$ cat src/thi_ram.sv
// Generic single-port-write, single-port-read RAM with registered read data.
`default_nettype none
module thi_ram #(
    parameter int WIDTH = 8,
    parameter int DEPTH = 64
) (
    input  wire                       i_clk,
    input  wire                       i_we,
    input  wire [$clog2(DEPTH)-1:0]   i_waddr,
    input  wire [WIDTH-1:0]           i_wdata,
    input  wire [$clog2(DEPTH)-1:0]   i_raddr,
    output logic [WIDTH-1:0]          o_rdata
);
    logic [WIDTH-1:0] r_mem [DEPTH];
    always_ff @(posedge i_clk) begin
        if (i_we) begin
            r_mem[i_waddr] <= i_wdata;
        end
        o_rdata <= r_mem[i_raddr];
    end
endmodule
`default_nettype wire

$ cat config.mk
export PLATFORM = sky130hd
export DESIGN_NAME = thi_ram
export DESIGN_NICKNAME = d
export VERILOG_FILES = /design/src/thi_ram.sv
export SDC_FILE = /design/constraint.sdc
export NUM_CORES = 1
export LEC_CHECK = 0
export BUFFER_PORTS_ARGS = -buffer_cell sky130_fd_sc_hd__buf_2
export CAP_MARGIN = 10
export CELL_PAD_IN_SITES_DETAIL_PLACEMENT = 0
export CELL_PAD_IN_SITES_GLOBAL_PLACEMENT = 1
export CORE_UTILIZATION = 35
export CTS_CLUSTER_SIZE = 30
export DETAILED_ROUTE_END_ITERATION = 6
export GPL_TIMING_DRIVEN = 0
export PLACE_DENSITY_LB_ADDON = 0.3
export SLEW_MARGIN = 20
export SYNTH_ARGS = -nofsm -noshare
export SYNTH_HDL_FRONTEND = slang
export SYNTH_SLANG_ARGS = --single-unit
$ cat constraint.sdc
create_clock -name i_clk -period 2.8 [get_ports i_clk]
set_input_delay 0.28 -clock i_clk [delete_from_list [all_inputs] [get_ports i_clk]]
set_output_delay 0.28 -clock i_clk [all_outputs]
set_load 0.02 [all_outputs]
==> results.md <==
* Detail Route Antenna Nets at 0
* Unrepaired setup endpoints after global routing: false
* Postcts setup bufs at 0
* # setup viols final at 0
* Gate power share at 5.5%
* Initial antenna violation count at 1
* Post-route insts no fill at 1811
* Critical path type: input pin to flop
* Layout Utilization at 40.31%
* Post-synth cell types at 40
* Final clock skew at a little under 0.01 ns
* Run status: completed
* Pin count of the biggest net entering global routing at 65
* Placed Instance Area at 21230 um^2
* Skew-Pair Late Insertion Delay at 0.58 ns
* P_int at about 13 mW
* Die Height at 242.0 um
* Ant diodes at 0
* Nets@finish at 1036
* Sequential share of the synthesized area at 77.03%
* Slew HR at 31.22%
* Drt pass-1 iters at 5
* Drt drc at 0
* Crit path time final at 2.660 ns
* Mapped cell area at 20170 um^2
* Pwr per Cell Area at 708.2 nW/um^2
* Hold crit path type: input pin to flop
* Vias at 9712
* Most frequent cells in the layout: 512 x edfxtp_1, 126 x mux4_2, 83 x nor2_1
* Most common cell after layout, fill and taps aside: edfxtp_1
* Via density per instance at 5.363
* Yosys reg bits at between 500 and 600
* Least-Margin Pin Slew at around 1.0 ns
* Clock Sinks at 520
* Max-cap violations at 0
* I/O pins at 30
* Cts hold-fix bufs at 0
* Lkg Pwr at between 7 and 8 nW
* Syn Area/Cell at 21.45 um^2
* Cell count after placement at 1717
* Fraction of layout cells with a size suffix above 1 at approximately 25%
* Hold Path Cell Cnt at 2
* Total congestion overflow at 0
* Arr. time, crit path at between 3 and 4 ns
* GR Util All Layers at 17.31%
* Setup crit start kind: input pin
* Fmax at 0.3760 GHz
* FF-to-FF Start: r_mem[17][4]
* Max clock buf depth at 3
* P_sw at approximately 3.4 mW
* Die area at 58580 um^2
* Total Power at 16.19 mW
* Global-route wire length before repair at 72050 um
* Worst vdd ir at 0.0004148 V
* Starting Density at between 30% and 40%
* Setup_tns at 0 ns
* Core Area at ~57000 um^2
* Total Wirelength at approximately 50000 um
* Worst-path clk slew at 0.06 ns
* Fin. max-slew vios at 0
* Flop pwr share at between 50% and 60%
* Final hold violation count at 0
* Worst path required time at 3.21 ns
* RePlAce Congestion at approximately 0.85
* Worst Setup SP: i_raddr[1]
* FILL cells at 4986
* Yosys warns at 0
* Vias in the first global route at 9769
* Setup crit end kind: flop
* Drt wl/cell at 27.68 um
* R2R depth at 5
* Syn Inst Count at 940
* Hpwl dp at 32060 um
* Drt initial violations at 1100
* Syn Nets at 962
* Die Wd at 242.0 um
* Sw Ratio at a little over a fifth
* Clk network pwr share at between 40% and 50%
* Tcrit/Tclk final at 95.00%
* Clock Tree Root: clkbuf_16
* R2R setup slack at approximately 0.59 ns
* Critical Path End: o_rdata[4]
* Fin area at 22860 um^2
* TritonCTS clock tree: yes
* Buffers on Ports at 21
* Htree depth at 2
* # resized after CTS at 0
* R2r endpoint: o_rdata[4]
* HP Start: i_raddr[5]
* Row cnt at 87
* TritonCTS Buffers at 52
* CP max FO at 10
* Area Overhead vs Synth at 13.37%
==> flip-flops by register name (all words and copies together) (netlist names) <==
| name | count |
|---|---|
| r_mem | 512 |
| o_rdata | 8 |
==> synthesized netlist by cell type <==
| library cell | instances | area (um^2) |
|---|---|---|
| nand4_1 | 2 | 12.51 |
| or3_1 | 1 | 6.260 |
| mux4_2 | 126 | 2838 |
| o21ai_0 | 2 | 10.01 |
| nand2_1 | 19 | 71.32 |
| clkbuf_1 | 17 | 63.81 |
| mux2_2 | 13 | 146.4 |
| o41ai_1 | 2 | 17.52 |
| o2bb2ai_1 | 3 | 26.28 |
| a2111oi_0 | 2 | 17.52 |
| nand4b_1 | 1 | 8.760 |
| buf_1 | 4 | 15.01 |
| buf_2 | 11 | 55.05 |
| o21ai_1 | 2 | 10.01 |
| and2_1 | 1 | 6.260 |
| o21a_1 | 2 | 15.01 |
| o22ai_1 | 8 | 50.05 |
| buf_4 | 13 | 97.59 |
| edfxtp_1 | 512 | 15370 |
| a21oi_1 | 3 | 15.01 |
| mux2i_1 | 23 | 230.2 |
| o32ai_1 | 2 | 17.52 |
| dfxtp_1 | 8 | 160.2 |
| buf_12 | 2 | 40.04 |
| nor2_1 | 83 | 311.6 |
| a31oi_1 | 1 | 6.260 |
| buf_6 | 4 | 45.04 |
| nor3_1 | 7 | 35.03 |
| nor4_1 | 2 | 12.51 |
| o221a_2 | 2 | 22.52 |
| a211oi_1 | 4 | 30.03 |
| nand2b_1 | 7 | 43.79 |
| nor2b_1 | 14 | 87.58 |
| nand3b_1 | 3 | 22.52 |
| a22oi_1 | 3 | 22.52 |
| o221ai_1 | 8 | 70.07 |
| o2111ai_1 | 3 | 26.28 |
| nand3_1 | 13 | 65.06 |
| o311ai_1 | 1 | 8.760 |
| a221oi_1 | 6 | 52.55 |
==> power groups by stage <==
stage	sequential [mW]	combinational (mW)	clock (mW)
finish	8.63	0.890	6.67
global route	8.63	0.937	7.08
CTS	8.63	0.897	6.80
detailed placement	8.80	0.897	0
global placement	8.80	0.884	0
floorplan	8.81	0.459	0
==> kinds of logic after synthesis <==
family | count (synthesis) | share of synthesized area, %
muxes | 162 | 15.94
buffers and inverters | 51 | 1.570
and+or+nand+nor | 153 | 3.387
AOI/OAI and AO/OA | 54 | 2.072
DFF | 520 | 77.03
==> worst min path at each step <==
stage | end | slack (ns)
finish | o_rdata[3] | 0.22
global route | o_rdata[3] | 0.18
CTS | o_rdata[3] | 0.16
detailed placement | o_rdata[0] | 0.70
global placement | o_rdata[0] | 0.70
floorplan | r_mem[0][0] | 0.38
==> metrics by stage <==
step	hold slack [ns]	setup slack, ns
2_1_floorplan	0.3789	0.8523
3_3_place_gp	0.6977	-0.5425
3_5_place_dp	0.6960	-0.5872
4_1_cts	0.1593	0.04936
5_1_grt	0.1833	0.1282
6_report	0.2236	0.1401
==> worst max-delay path, cell delays in order <==
cell	delay, ns
buf_4	0.19
buf_2	0.38
buf_1	0.77
nand2_1	0.36
o221ai_1	0.31
nor2_1	0.13
nor3_1	0.37
o32ai_1	0.25
==> layout make-up <==
type                    instances  area, um^2  share of cell area, %
plain buffers                  50       312.8                  1.368
flip-flops and latches        520       15530                  67.95
repair buffers                 21       125.1                 0.5473
clock buffers                  75        1479                  6.469
multi-input cells             369        4325                  18.92
clock inverters                20       140.1                 0.6129
well taps                     756       945.9                  4.137
==> metal layers <==
| metal | vias up | GRT usage, % | share of wire [%] |
|---|---|---|---|
| li1 | 4087 | - | - |
| met5 | - | 0 | 0 |
| met2 | 310 | 27.24 | 47 |
| met1 | 5245 | 24.76 | 44 |
| met3 | 70 | 3.102 | 5.8 |
| met4 | 0 | 4.691 | 2.3 |
Note: power is estimated with default switching activity, not from simulation.
